### config.mk
export PLATFORM = sky130hd
export DESIGN_NAME = counting_semaphore_fifo_unit
export DESIGN_NICKNAME = d
export VERILOG_FILES = /design/src/hw/rtl/csf_pkg.sv /design/src/hw/rtl/csf_holder_set.sv /design/src/hw/rtl/csf_wait_queue.sv /design/src/hw/rtl/counting_semaphore_fifo_unit.sv
export SDC_FILE = /design/constraint.sdc
export NUM_CORES = 1
export LEC_CHECK = 0
export ABC_AREA = 1
export BUFFER_PORTS_ARGS = -buffer_cell sky130_fd_sc_hd__buf_2
export CAP_MARGIN = 10
export CORE_MARGIN = 1
export CORE_UTILIZATION = 44
export DETAILED_ROUTE_END_ITERATION = 16
export PLACE_DENSITY_LB_ADDON = 0.08
export SLEW_MARGIN = 20
export SYNTH_ARGS = -nofsm -noshare
export SYNTH_HDL_FRONTEND = slang
export SYNTH_SLANG_ARGS = --single-unit
### constraint.sdc
create_clock -name clk -period 11.23 [get_ports clk]
set_input_delay 2.8075 -clock clk [delete_from_list [all_inputs] [get_ports clk]]
set_output_delay 2.8075 -clock clk [all_outputs]
set_load 0.005 [all_outputs]
### src/hw/rtl/csf_pkg.sv
`default_nettype none
// ----------------------------------------------------------------------------
// csf_pkg: shared constants and types of the counting semaphore unit
// Sizes, request and status codes, and the structs passed between the
// holder set and the top level.
// ----------------------------------------------------------------------------
package csf_pkg;

	localparam int HOLDER_SLOTS = 8;
	localparam int QUEUE_DEPTH  = 16;
	localparam int ID_BITS      = 8;

	// identifier bits that take part (the port is 8 bits wide)
	localparam int ID_W   = (ID_BITS < 8) ? ID_BITS : 8;
	localparam int SLOT_W = (HOLDER_SLOTS > 1) ? $clog2(HOLDER_SLOTS) : 1;
	localparam int HCNT_W = $clog2(HOLDER_SLOTS + 1);
	localparam int QPTR_W = (QUEUE_DEPTH > 1) ? $clog2(QUEUE_DEPTH) : 1;
	localparam int QCNT_W = $clog2(QUEUE_DEPTH + 1);
	localparam int LIM_W  = (HCNT_W > 4) ? HCNT_W : 4;

	localparam logic [1:0] FUNC_ACQUIRE  = 2'd0;
	localparam logic [1:0] FUNC_RELEASE  = 2'd1;
	localparam logic [1:0] FUNC_WITHDRAW = 2'd2;

	localparam logic [2:0] STAT_GRANTED    = 3'd0;
	localparam logic [2:0] STAT_HOLDER     = 3'd1;
	localparam logic [2:0] STAT_QUEUED     = 3'd2;
	localparam logic [2:0] STAT_QUEUE_FULL = 3'd3;
	localparam logic [2:0] STAT_RELEASED   = 3'd4;
	localparam logic [2:0] STAT_NOT_HOLDER = 3'd5;
	localparam logic [2:0] STAT_WITHDRAWN  = 3'd6;
	localparam logic [2:0] STAT_IGNORED    = 3'd7;

	typedef logic [ID_W-1:0]   id_t;
	typedef logic [SLOT_W-1:0] slot_idx_t;
	typedef logic [HCNT_W-1:0] hcnt_t;
	typedef logic [QCNT_W-1:0] qcnt_t;

	// one slot write per transaction
	typedef struct packed {
		logic      we;
		slot_idx_t idx;
		logic      used;
		id_t       owner;
	} slot_wr_t;

	// lookup results of the holder set
	typedef struct packed {
		logic      req_hit;
		slot_idx_t req_idx;
		logic      wait_hit;
		slot_idx_t free_idx;
	} holder_look_t;

endpackage : csf_pkg
`default_nettype wire

### src/hw/rtl/csf_holder_set.sv
`default_nettype none
// ----------------------------------------------------------------------------
// csf_holder_set: permit holder slots
// Parallel owner compare for the requester and the head waiter, first free
// slot search, and one slot write per cycle.
// ----------------------------------------------------------------------------
module csf_holder_set (
	input  wire                 clk,
	input  wire                 arst_n,
	input  csf_pkg::id_t        req_id,
	input  csf_pkg::id_t        wait_id,
	input  csf_pkg::slot_wr_t   wr,
	output csf_pkg::holder_look_t look
);

	logic         used_q  [csf_pkg::HOLDER_SLOTS];
	csf_pkg::id_t owner_q [csf_pkg::HOLDER_SLOTS];

	always_ff @(posedge clk or negedge arst_n) begin
		if (!arst_n) begin
			for (int i = 0; i < csf_pkg::HOLDER_SLOTS; i++) begin
				used_q[i] <= 1'b0;
			end
		end else if (wr.we) begin
			used_q[wr.idx] <= wr.used;
		end
	end

	always_ff @(posedge clk) begin
		if (wr.we) begin
			owner_q[wr.idx] <= wr.owner;
		end
	end

	always_comb begin
		look = '0;
		for (int i = 0; i < csf_pkg::HOLDER_SLOTS; i++) begin
			if (used_q[i] && owner_q[i] == req_id) begin
				look.req_hit = 1'b1;
				look.req_idx = csf_pkg::SLOT_W'(i);
			end
		end
		// the requester's own slot is about to be freed on a release
		for (int i = 0; i < csf_pkg::HOLDER_SLOTS; i++) begin
			if (used_q[i] && owner_q[i] == wait_id &&
			    !(look.req_hit && look.req_idx == csf_pkg::SLOT_W'(i))) begin
				look.wait_hit = 1'b1;
			end
		end
		// lowest free slot wins
		for (int i = csf_pkg::HOLDER_SLOTS - 1; i >= 0; i--) begin
			if (!used_q[i]) begin
				look.free_idx = csf_pkg::SLOT_W'(i);
			end
		end
	end

endmodule : csf_holder_set
`default_nettype wire

### src/hw/rtl/csf_wait_queue.sv
`default_nettype none
// ----------------------------------------------------------------------------
// csf_wait_queue: circular FIFO of waiting requester identifiers
// Push at the tail, pop at the head, head entry visible at all times.
// ----------------------------------------------------------------------------
module csf_wait_queue (
	input  wire                clk,
	input  wire                arst_n,
	input  wire                push,
	input  csf_pkg::id_t       push_id,
	input  wire                pop,
	output csf_pkg::id_t       head_id,
	output csf_pkg::qcnt_t     count
);

	localparam logic [csf_pkg::QPTR_W-1:0] LAST_PTR = csf_pkg::QPTR_W'(csf_pkg::QUEUE_DEPTH - 1);

	csf_pkg::id_t                entry_q [csf_pkg::QUEUE_DEPTH];
	logic [csf_pkg::QPTR_W-1:0]  head_q;
	logic [csf_pkg::QPTR_W-1:0]  tail_q;
	csf_pkg::qcnt_t              count_q;

	always_ff @(posedge clk) begin
		if (push) begin
			entry_q[tail_q] <= push_id;
		end
	end

	always_ff @(posedge clk or negedge arst_n) begin
		if (!arst_n) begin
			head_q  <= '0;
			tail_q  <= '0;
			count_q <= '0;
		end else begin
			if (push) begin
				tail_q <= (tail_q == LAST_PTR) ? '0 : tail_q + 1'b1;
			end
			if (pop) begin
				head_q <= (head_q == LAST_PTR) ? '0 : head_q + 1'b1;
			end
			if (push && !pop) begin
				count_q <= count_q + 1'b1;
			end else if (pop && !push) begin
				count_q <= count_q - 1'b1;
			end
		end
	end

	assign head_id = entry_q[head_q];
	assign count   = count_q;

	property p_no_overflow;
		@(posedge clk) disable iff (!arst_n)
		push |-> count_q != csf_pkg::QCNT_W'(csf_pkg::QUEUE_DEPTH);
	endproperty
	a_no_overflow : assert property (p_no_overflow) else $error("push into full queue");

	property p_no_underflow;
		@(posedge clk) disable iff (!arst_n)
		pop |-> count_q != '0;
	endproperty
	a_no_underflow : assert property (p_no_underflow) else $error("pop from empty queue");

	property p_ptr_gap;
		@(posedge clk) disable iff (!arst_n)
		(count_q == '0) |-> head_q == tail_q;
	endproperty
	a_ptr_gap : assert property (p_ptr_gap) else $error("empty queue with split pointers");

endmodule : csf_wait_queue
`default_nettype wire

### src/hw/rtl/counting_semaphore_fifo_unit.sv
`default_nettype none
// ----------------------------------------------------------------------------
// counting_semaphore_fifo_unit: counting semaphore with a FIFO wait queue
// Grants permits to requesters, queues those that cannot get one, hands a
// released permit to the head waiter, and lets the head waiter withdraw.
// ----------------------------------------------------------------------------
// Usage:
//   A request (func, client_id) is taken at a rising edge with start high
//   and busy low. busy stays low, so a request may be issued every cycle.
//   Each request gives one result (status, handoff_valid, handoff_id,
//   permits_free), shown for one cycle with done high. The request enters
//   the input register at the accepting edge and the result register at the
//   next edge, and done is high while the result register holds it.
//   Throughput is one request per cycle; the holder lookup is a parallel
//   compare over the slots and the queue touches only its head and tail,
//   so the state is updated in the same cycle as the result register and
//   the next request sees it.
//   The receiver cannot stall: a result must be taken in the cycle done is
//   high.
//   cfg_we/cfg_wdata write the permit limit; write it only while no request
//   is in flight.
//   Reset clears the holder set, empties the queue, drops any request in
//   flight and sets the permit limit to 1. It takes effect at once.
// ----------------------------------------------------------------------------
module counting_semaphore_fifo_unit (
	input  wire        clk,
	input  wire        arst_n,
	input  wire        start,
	output logic       busy,
	input  wire  [1:0] func,
	input  wire  [7:0] client_id,
	input  wire        cfg_we,
	input  wire  [3:0] cfg_wdata,
	output logic       done,
	output logic [2:0] status,
	output logic       handoff_valid,
	output logic [7:0] handoff_id,
	output logic [3:0] permits_free
);

	localparam logic [csf_pkg::LIM_W-1:0] SLOT_LIM = csf_pkg::LIM_W'(csf_pkg::HOLDER_SLOTS);
	localparam logic [csf_pkg::LIM_W-1:0] FREE_MAX = csf_pkg::LIM_W'(15);

	logic [3:0]          permit_limit_q;
	csf_pkg::hcnt_t      holder_count_q;

	logic                valid_s1;
	logic [1:0]          func_s1;
	csf_pkg::id_t        id_s1;

	logic                done_s2;
	logic [2:0]          status_s2;
	logic                hv_s2;
	logic [7:0]          hid_s2;
	logic [3:0]          free_s2;

	csf_pkg::holder_look_t look;
	csf_pkg::slot_wr_t     slot_wr;
	csf_pkg::id_t          head_id;
	csf_pkg::qcnt_t        q_count;
	logic                  q_push;
	logic                  q_pop;

	logic [csf_pkg::LIM_W-1:0] lim;
	logic [csf_pkg::LIM_W-1:0] hc;
	logic [csf_pkg::LIM_W-1:0] hc_next;
	logic [csf_pkg::LIM_W-1:0] fr;
	logic [2:0]                st;
	logic                      hv;
	logic                      q_nonempty;
	logic                      q_full;

	assign busy = 1'b0;

	always_ff @(posedge clk or negedge arst_n) begin
		if (!arst_n) begin
			permit_limit_q <= 4'd1;
		end else if (cfg_we) begin
			permit_limit_q <= cfg_wdata;
		end
	end

	// input register
	always_ff @(posedge clk or negedge arst_n) begin
		if (!arst_n) begin
			valid_s1 <= 1'b0;
		end else begin
			valid_s1 <= start && !busy;
		end
	end

	always_ff @(posedge clk) begin
		if (start && !busy) begin
			func_s1 <= func;
			id_s1   <= client_id[csf_pkg::ID_W-1:0];
		end
	end

	csf_holder_set u_holders (
		.clk     (clk),
		.arst_n  (arst_n),
		.req_id  (id_s1),
		.wait_id (head_id),
		.wr      (slot_wr),
		.look    (look)
	);

	csf_wait_queue u_queue (
		.clk     (clk),
		.arst_n  (arst_n),
		.push    (q_push),
		.push_id (id_s1),
		.pop     (q_pop),
		.head_id (head_id),
		.count   (q_count)
	);

	assign lim        = (csf_pkg::LIM_W'(permit_limit_q) < SLOT_LIM) ?
	                    csf_pkg::LIM_W'(permit_limit_q) : SLOT_LIM;
	assign hc         = csf_pkg::LIM_W'(holder_count_q);
	assign q_nonempty = (q_count != '0);
	assign q_full     = (q_count == csf_pkg::QCNT_W'(csf_pkg::QUEUE_DEPTH));

	always_comb begin
		st      = csf_pkg::STAT_IGNORED;
		hv      = 1'b0;
		hc_next = hc;
		q_push  = 1'b0;
		q_pop   = 1'b0;
		slot_wr = '0;
		if (valid_s1) begin
			case (func_s1)
				csf_pkg::FUNC_ACQUIRE: begin
					if (look.req_hit) begin
						st = csf_pkg::STAT_HOLDER;
					end else if (hc < lim) begin
						st            = csf_pkg::STAT_GRANTED;
						slot_wr.we    = 1'b1;
						slot_wr.idx   = look.free_idx;
						slot_wr.used  = 1'b1;
						slot_wr.owner = id_s1;
						hc_next       = hc + 1'b1;
					end else if (!q_full) begin
						st     = csf_pkg::STAT_QUEUED;
						q_push = 1'b1;
					end else begin
						st = csf_pkg::STAT_QUEUE_FULL;
					end
				end
				csf_pkg::FUNC_RELEASE: begin
					if (look.req_hit) begin
						st            = csf_pkg::STAT_RELEASED;
						hc_next       = hc - 1'b1;
						slot_wr.we    = 1'b1;
						slot_wr.idx   = look.req_idx;
						slot_wr.used  = 1'b0;
						slot_wr.owner = head_id;
						// hand the freed slot straight to the head waiter
						if (q_nonempty && (hc - 1'b1) < lim) begin
							hv    = 1'b1;
							q_pop = 1'b1;
							if (!look.wait_hit) begin
								slot_wr.used = 1'b1;
								hc_next      = hc;
							end
						end
					end else begin
						st = csf_pkg::STAT_NOT_HOLDER;
					end
				end
				csf_pkg::FUNC_WITHDRAW: begin
					if (q_nonempty && head_id == id_s1) begin
						st    = csf_pkg::STAT_WITHDRAWN;
						q_pop = 1'b1;
					end
				end
				default: begin
					st = csf_pkg::STAT_IGNORED;
				end
			endcase
		end
		fr = (lim > hc_next) ? lim - hc_next : '0;
		if (fr > FREE_MAX) begin
			fr = FREE_MAX;
		end
	end

	always_ff @(posedge clk or negedge arst_n) begin
		if (!arst_n) begin
			holder_count_q <= '0;
			done_s2        <= 1'b0;
		end else begin
			done_s2 <= valid_s1;
			if (valid_s1) begin
				holder_count_q <= csf_pkg::HCNT_W'(hc_next);
			end
		end
	end

	// result register
	always_ff @(posedge clk) begin
		if (valid_s1) begin
			status_s2 <= st;
			hv_s2     <= hv;
			hid_s2    <= hv ? 8'(head_id) : 8'd0;
			free_s2   <= fr[3:0];
		end
	end

	assign done          = done_s2;
	assign status        = status_s2;
	assign handoff_valid = hv_s2;
	assign handoff_id    = hid_s2;
	assign permits_free  = free_s2;

	property p_latency;
		@(posedge clk) disable iff (!arst_n)
		(start && !busy) |-> ##2 done;
	endproperty
	a_latency : assert property (p_latency) else $error("result missing two cycles after request");

	property p_handoff_on_release;
		@(posedge clk) disable iff (!arst_n)
		(done && handoff_valid) |-> status == csf_pkg::STAT_RELEASED;
	endproperty
	a_handoff_on_release : assert property (p_handoff_on_release)
		else $error("handoff without a release");

	property p_queued_grows;
		@(posedge clk) disable iff (!arst_n)
		(done && status == csf_pkg::STAT_QUEUED) |->
			q_count == csf_pkg::QCNT_W'($past(q_count) + 1'b1);
	endproperty
	a_queued_grows : assert property (p_queued_grows) else $error("queued without a push");

	property p_full_status;
		@(posedge clk) disable iff (!arst_n)
		(done && status == csf_pkg::STAT_QUEUE_FULL) |->
			q_count == csf_pkg::QCNT_W'(csf_pkg::QUEUE_DEPTH);
	endproperty
	a_full_status : assert property (p_full_status) else $error("queue full reported while not full");

endmodule : counting_semaphore_fifo_unit
`default_nettype wire
; Word-level counts from Yosys, hierarchy flattened
; Memory sizes are Yosys's and may differ from the RTL's.
; Cells that the tools add are included.
[classes]
reduce_logical = 51
n_bitwise = 1
eq_ne = 29
n_addsub = 7
n_lt_le_gt_ge = 7
muxes = 69
[op_table]
columns = op, n
row1 = equality test 8 bit, 17
row2 = two-way mux 4 bit, 18
row3 = two-way mux 13 bit, 4
row4 = logical AND 1 bit, 37
row5 = two-way mux 1 bit, 29
row6 = one-hot mux 13 bit (2 select lines), 1
row7 = two-way mux 3 bit, 8
row8 = adder 4 x 1 -> 4 bit (second input constant), 3
row9 = equality test 3 bit (second input constant), 4
row10 = zero test 1 bit, 10
row11 = two-way mux 5 bit, 2
row12 = one-hot mux 3 bit (3 select lines), 1
row13 = bitwise mux 8 bit, 1
row14 = equality test 4 bit (second input constant), 2
row15 = < comparator 4 bit, 2
row16 = one-hot mux 4 bit (2 select lines), 1
row17 = equality test 3 x 2 -> 1 bit (second input constant), 2
row18 = adder 5 x 1 -> 5 bit (second input constant), 1
row19 = equality test 5 bit (second input constant), 1
row20 = nonzero test 5 bit, 1
row21 = subtractor 5 x 1 -> 5 bit (second input constant), 1
row22 = >= comparator 4 bit (second input constant), 1
row23 = > comparator 4 bit, 1
row24 = > comparator 4 bit (second input constant), 1
row25 = other kinds (14), 15
[totals]
wordCells = 187
inputBits = 18
register_bits = 57
output_inout_bits = 18
ram_bits = 192
mem_count = 2
[memory_table]
columns = name, depth, width, read_ports, rd_ports_with_merged_regs, write_ports, line
row1 = u_queue.entry_q, 16, 8, 1, 0, 1, csf_wait_queue.sv:18  ; csf_pkg::id_t entry_q [csf_pkg::QUEUE_DEPTH];
row2 = u_holders.owner_q, 8, 8, 8, 0, 1, csf_holder_set.sv:17  ; csf_pkg::id_t owner_q [csf_pkg::HOLDER_SLOTS];

; Logic depth before layout (Yosys ltp)
; An unclocked memory read counts as a cell.
[logic_depth]
ltp_word = 34
depth_mapped = 33
ltp_nobuf = 30

; Hierarchy
; From an unflattened synthesis, not the netlist that was laid out.
[hier_totals]
cells_unflattened = 1483
hier_area_um2 = 13250.2
[by_module_without_submodules]
columns = mod, cells_per_inst, area_per_inst_um2, instances, seq_area_each_um2
row1 = csf_wait_queue, 631, 6314.8, 1, 4169.0
row2 = csf_holder_set, 575, 4556.9, 1, 2122.0
row3 = counting_semaphore_fifo_unit, 277, 2378.5, 1, 1032.2

; Worst setup path after synthesis
; OpenSTA, ideal clock, no wires.
[synth_path]
path_kind = reg2reg
startpoint = register holder_count_q[1], in the netlist hc[1]
endpoint = register free_s2[3], in the netlist permits_free[3] (data pin)
required_ps = 10976
t_arrival_ps = 3627
slack_ps = 7349
setup_time_ps = 254
path_buffers = 0
stages_incl_launch_ff = 23
period_less_slack_ps = 3881
path_cell_list = dfrtp_1 > inv_1 > ha_1 > inv_1 > ha_1 > o21ai_0 > inv_1 > o211a_1 > a2111oi_0 > nand2_1 > nor2_2 > nand3_4 > nand3_1 > nand3_1 > a21oi_1 > ha_1 > inv_1 > fa_1 > nand2_1 > a21oi_1 > o21ai_0 > a21oi_1 > o21a_1
[synth_via]
elab_chain_cells = 10
elab_cells_between_ends = 16
classes_between = 3 x add/sub / 4 x order compare / 8 x mux / 1 x reduce/logical
[synth_rtl]
columns = element, line
row1 = start: declaration, counting_semaphore_fifo_unit.sv:45  ; csf_pkg::hcnt_t holder_count_q;
row2 = start signal: assignment, counting_semaphore_fifo_unit.sv:195  ; holder_count_q <= csf_pkg::HCNT_W'(hc_next);
row3 = subtractor 4 x 1 -> 4 bit, counting_semaphore_fifo_unit.sv:159  ; if (q_nonempty && (hc - 1'b1) < lim) begin
row4 = < comparator 4 bit, counting_semaphore_fifo_unit.sv:159
row5 = logical AND 1 bit, counting_semaphore_fifo_unit.sv:159
row6 = two-way mux 4 bit, counting_semaphore_fifo_unit.sv:159
row7 = two-way mux 4 bit, counting_semaphore_fifo_unit.sv:151  ; if (look.req_hit) begin
row8 = one-hot mux 4 bit (2 select lines) *, counting_semaphore_fifo_unit.sv:132  ; case (func_s1)
row9 = two-way mux 4 bit *, counting_semaphore_fifo_unit.sv:131  ; if (valid_s1) begin
row10 = "named net hc_next, one bit", counting_semaphore_fifo_unit.sv:66  ; logic [csf_pkg::LIM_W-1:0] hc_next;
row11 = subtractor 4 bit / > comparator 4 bit (equally long branches), counting_semaphore_fifo_unit.sv:182  ; fr = (lim > hc_next) ? lim - hc_next : '0;
row12 = two-way mux 4 bit *, counting_semaphore_fifo_unit.sv:182
row13 = > comparator 4 bit, counting_semaphore_fifo_unit.sv:183  ; if (fr > FREE_MAX) begin
row14 = end signal: assignment, counting_semaphore_fifo_unit.sv:206  ; free_s2 <= fr[3:0];
row15 = end: declaration, counting_semaphore_fifo_unit.sv:55  ; logic [3:0] free_s2;
; The timed path passes the listed nets; every way through them passes the cells marked *.
; A chain may end at the register's enable or synchronous reset.

; Worst setup path in the final report
[layout_path]
startpoint = register u_queue.head_q[0] in the netlist's numbering
endpoint = register free_s2[3], in the netlist permits_free[3] (data pin)
[layout_via]
elab_chain_cells = 20
elab_cells_between_ends = 42
classes_between = 1 x add/sub / 2 x order compare / 8 x eq/ne / 14 x mux / 16 x reduce/logical / 1 x memory
[layout_rtl]
columns = element, line
row1 = start: declaration, csf_wait_queue.sv:19  ; logic [csf_pkg::QPTR_W-1:0] head_q;
row2 = start signal: assignment, csf_wait_queue.sv:39  ; head_q <= (head_q == LAST_PTR) ? '0 : head_q + 1'b1;
row3 = memory read (16 x 8 bit) *, -
row4 = equality test 8 bit, csf_holder_set.sv:45  ; if (used_q[i] && owner_q[i] == wait_id &&
row5 = logical AND 1 bit (2 in a row), csf_holder_set.sv:45
row6 = two-way mux 1 bit (7 in a row), csf_holder_set.sv:45
row7 = two-way mux 1 bit *, csf_holder_set.sv:45
row8 = two-way mux 4 bit *, counting_semaphore_fifo_unit.sv:162  ; if (!look.wait_hit) begin
row9 = two-way mux 4 bit *, counting_semaphore_fifo_unit.sv:159
row10 = two-way mux 4 bit *, counting_semaphore_fifo_unit.sv:151
row11 = one-hot mux 4 bit (2 select lines) *, counting_semaphore_fifo_unit.sv:132
row12 = two-way mux 4 bit *, counting_semaphore_fifo_unit.sv:131
row13 = "named net hc_next, one bit", counting_semaphore_fifo_unit.sv:66
row14 = subtractor 4 bit / > comparator 4 bit (equally long branches), counting_semaphore_fifo_unit.sv:182
row15 = two-way mux 4 bit *, counting_semaphore_fifo_unit.sv:182
row16 = > comparator 4 bit, counting_semaphore_fifo_unit.sv:183
; Marks and branches as above.

==> flow_summary.toml <==
[run_status]
outcome = "completed"

[clocking]
cts_resized = 0
numCtsBuffers = 28
cts.reportedPaths.clkPinSlew_ns = 0.06
cts_root_buffer = "sky130_fd_sc_hd__clkbuf_16"
ctsHtreeMaxLevel = 1
cts_setup_buffers = 0
clock_network_latency_to_the_later_pin_of_the_worst_skew_pair_ns = 0.57
clock_sinks = 249
tritoncts = "yes"
clock_tree.buffer_depth = 3
cts.hold.buffers_added = 0

[placement]
gp_congestion = 0.9536
place_hpwl_mm = 27.30
detailed_place.area_mm2 = 0.01400
io_buffer_count = 34
dpl.cell_count = 1960

[critical_path]
critical_path_peak_fanout = 64
crit_type = "reg -> reg"
worst_setup_path_start_kind = "register"
crit_required_ns = 11.55
worst-r2r-setup-slack_ns = 5.61
arrival_ns = 5.94
timing.critical_path.to_type = "register"

[synth]
yosysWarningCount = 0
synth.avg_cell_area_um2 = 8.663
syn_nets = 1607
synth_simple_gate_area_share_pct = 26.85
netlist-cell-type-count = 52
synth_top_flop_cell = "sky130_fd_sc_hd__edfxtp_1"
synth-xor-area-share_pct = 2.395
post_synth_instance_area_mm2 = 0.01353
dominant_combinational_cell_family_by_area_after_synthesis = "simple AND/OR/NAND/NOR gates"
synth_sequential_area_ratio_pct = 54.12
post_synth_fa_ha_maj_area_fraction_pct = 2.607
synth.area.mux_share_pct = 0.1942
synthArstFlopShare_pct = 12.45
complex_gate_fraction_of_the_synthesized_area_pct = 4.817
flops_latches_synth = 249
number_of_enable_flip_flop_cells_after_synthesis = 218
synthesis.instances = 1562

[detailed_routing]
dr_total_vias = 10550
drt-vias-per-instance = 5.245
drt_wl_total_mm = 39.77
route.detailed.drc = 0
post_drt_wl_per_cell_um = 19.78
detail_route.first_pass.iterations = 6
antenna_violating_nets_post_route = 0
drt_first_iter_violations = 1343

[cells_and_area]
multi_input_comb_area_mm2 = 0.004996
ff_latch_area_mm2 = 0.007325
post_route_cell_area_mm2 = 0.01490
antenna_cells = 0
final_layout_size_suffix_gt1_share_pct = 10.30
finish.cell_count_without_fillers = 2011
fillerInstances = 2871
final_core_utilization_pct = 49.76
final_nets = 1645
area_growth_pct = 10.14

[sta]
grt_setup_unrepaired = "false"
final_max_slew_viol_count = 0
final_period_minus_worst_setup_slack_ns = 5.620
min_period_over_period_pct = 50.04
setup_viol_count_final = 0
timing.slew.headroom_pct = 12.02
timing.clock.skew_ns = 0.02870
fmaxAchievable_mhz = 177.9
hold_violations = 0
worst_pin_slew_ns = 1.320
worst_hold_slack_ns = 0.4442
setup_tns_ns = 0

[global_routing]
grt_overflow = 0
grt_pass1_wl_mm = 60.32
grt_pass1_vias = 9899
grt_max_degree = 65
groute.usage.overall_pct = 26.06
antenna_found_initial = 0

[floorplanning]
rows = 63
die_area_mm2 = 0.03146
io_pins = 36
floorplan.die.height_um = 177.4
chipWidth_um = 177.4
core-area_mm2 = 0.02995
initial_standard_cell_utilization_of_the_core_pct = 45.18

[worst_hold_path]
holdCritPathClass = "reg -> reg"

[power_and_ir_drop]
leakage_power_of_the_design_nw = 6.611
ir_drop_mv = 0.1360
power.density_mw_per_mm2 = 162.1

[job]
cap_violations = 0
[kinds of logic (layout without fill, tap and decap cells)]
logic type / after synthesis / in the layout
AOI/OAI and AO/OA: 116 / 116
DFF: 249 / 249
adders and majority gates: 27 / 27
other: 1 / 1
muxes: 2 / 2
buffers and inverters: 280 / 339
and+or+nand+nor: 850 / 850
xor gates and xnor gates: 37 / 37
[synth_stat cells, drive strengths merged, types with 2 or more instances]
cell type	number	area (um^2)
nor3	6	41.29
dfrtp	30	750.7
a21o	2	15.01
nand3b	6	45.04
nor4	3	18.77
o211ai	6	45.04
nand3	144	773.3
a21oi	44	224.0
edfxtp	218	6546
ha	25	312.8
clkbuf	2	7.510
o22ai	5	45.04
o21ai	51	259.0
a31oi	2	12.51
xnor2	12	105.1
nor3b	3	27.52
or2	3	18.77
nand2	523	2018
inv	238	900.9
buf	39	304.0
mux2	2	26.27
nor2	152	628.1
xor2	25	219.0
fa	2	40.04
nand4	10	62.56
[through the flow]
| stage | power [W] | setup slack [ns] |
|---|---|---|
| finish | 0.002415 | 5.610 |
| global route | 0.002524 | 5.132 |
| CTS | 0.002430 | 5.643 |
| detailed placement | 0.001533 | 5.665 |
| global placement | 0.001528 | 5.681 |
| floorplan | 0.001402 | 7.349 |
[critical path, cell delays in order (launching register included)]
cell and delay (ns):
sky130_fd_sc_hd__dfrtp_2 0.66, sky130_fd_sc_hd__buf_4 0.37, sky130_fd_sc_hd__inv_4 0.53, sky130_fd_sc_hd__nand2_1 0.11, sky130_fd_sc_hd__nand2_1 0.09, sky130_fd_sc_hd__nand2_1 0.05
sky130_fd_sc_hd__nand3_1 0.19, sky130_fd_sc_hd__nand3_2 0.20, sky130_fd_sc_hd__nand2_1 0.56, sky130_fd_sc_hd__xor2_1 0.19, sky130_fd_sc_hd__nand2_1 0.07, sky130_fd_sc_hd__nor2_1 0.15
sky130_fd_sc_hd__nand2_1 0.07, sky130_fd_sc_hd__nor2_1 0.11, sky130_fd_sc_hd__nor2_1 0.10, sky130_fd_sc_hd__nand3_4 0.15, sky130_fd_sc_hd__nand2_2 0.09, sky130_fd_sc_hd__nand2_1 0.06
sky130_fd_sc_hd__nand3_1 0.08, sky130_fd_sc_hd__a21oi_1 0.16, sky130_fd_sc_hd__ha_1 0.16, sky130_fd_sc_hd__inv_1 0.06, sky130_fd_sc_hd__fa_1 0.40, sky130_fd_sc_hd__nand2_1 0.09
sky130_fd_sc_hd__a21oi_1 0.06, sky130_fd_sc_hd__o21ai_0 0.35, sky130_fd_sc_hd__a21oi_1 0.08, sky130_fd_sc_hd__o21a_1 0.12
[cell type report]
type / instances / area share [%]
well taps: 390 / 3.274
repair buffers: 49 / 1.897
flip-flops and latches: 249 / 49.14
clock buffers: 32 / 4.869
inverters: 239 / 6.070
clock inverters: 19 / 1.226
multi-input cells: 1033 / 33.52
[path summary, 6_finish.rpt]
path | from | end | cells past startpoint
max | u_queue.head_q[0] | permits_free[3] | 27
min | id_s1[3] | u_queue.entry_q[3][3] | 0
max reg2reg | u_queue.head_q[0] | permits_free[3] | 27
min reg2reg | id_s1[3] | u_queue.entry_q[3][3] | 0
max in group asynchronous | arst_n | u_queue.head_q[0] | 1
min in group asynchronous | arst_n | u_holders.used_q[5] | 1
[cell usage in the layout (no fill, tap or decap), types with 8 or more instances in the layout]
cell,synthesis,final
sky130_fd_sc_hd__a21oi_1,43,42
sky130_fd_sc_hd__buf_2,15,34
sky130_fd_sc_hd__buf_4,11,15
sky130_fd_sc_hd__clkbuf_16,0,28
sky130_fd_sc_hd__dfrtp_1,30,29
sky130_fd_sc_hd__edfxtp_1,218,218
sky130_fd_sc_hd__ha_1,25,25
sky130_fd_sc_hd__inv_1,216,216
sky130_fd_sc_hd__inv_2,19,19
sky130_fd_sc_hd__nand2_1,507,507
sky130_fd_sc_hd__nand2_2,13,13
sky130_fd_sc_hd__nand3_1,135,135
sky130_fd_sc_hd__nand3_2,8,8
sky130_fd_sc_hd__nand4_1,10,10
sky130_fd_sc_hd__nor2_1,137,137
sky130_fd_sc_hd__nor2_2,11,11
sky130_fd_sc_hd__o21ai_0,37,37
sky130_fd_sc_hd__o21ai_1,13,13
sky130_fd_sc_hd__xnor2_1,12,12
sky130_fd_sc_hd__xor2_1,25,25
[state kept, by name (all words and copies together) (netlist names), 3 cells and up]
name,cells
u_queue.entry_q,128
u_holders.owner_q,64
handoff_id,8
id_s1,8
u_holders.used_q,8
u_queue.count,5
hc,4
permit_limit_q,4
permits_free,4
u_queue.head_q,4
u_queue.tail_q,4
status,3
[routing by layer]
layer  global-route usage, %  vias to the layer above  routed length [um]
li1                        -                     5102                   -
met1                   39.85                     4964               18790
met2                   37.94                      417               16790
met3                   4.135                       65                3206
met4                   7.301                        0                 987
met5                       0                        -                   0
[power by group]
part,internal [W],switching [W],total [W]
Sequential,0.00105,0.0000372,0.00109
Clock,0.000513,0.000385,0.000897
Combinational,0.000133,0.000294,0.000428
Total,0.00170,0.000716,0.00242
No activity file was read; power rests on OpenSTA's default activity.
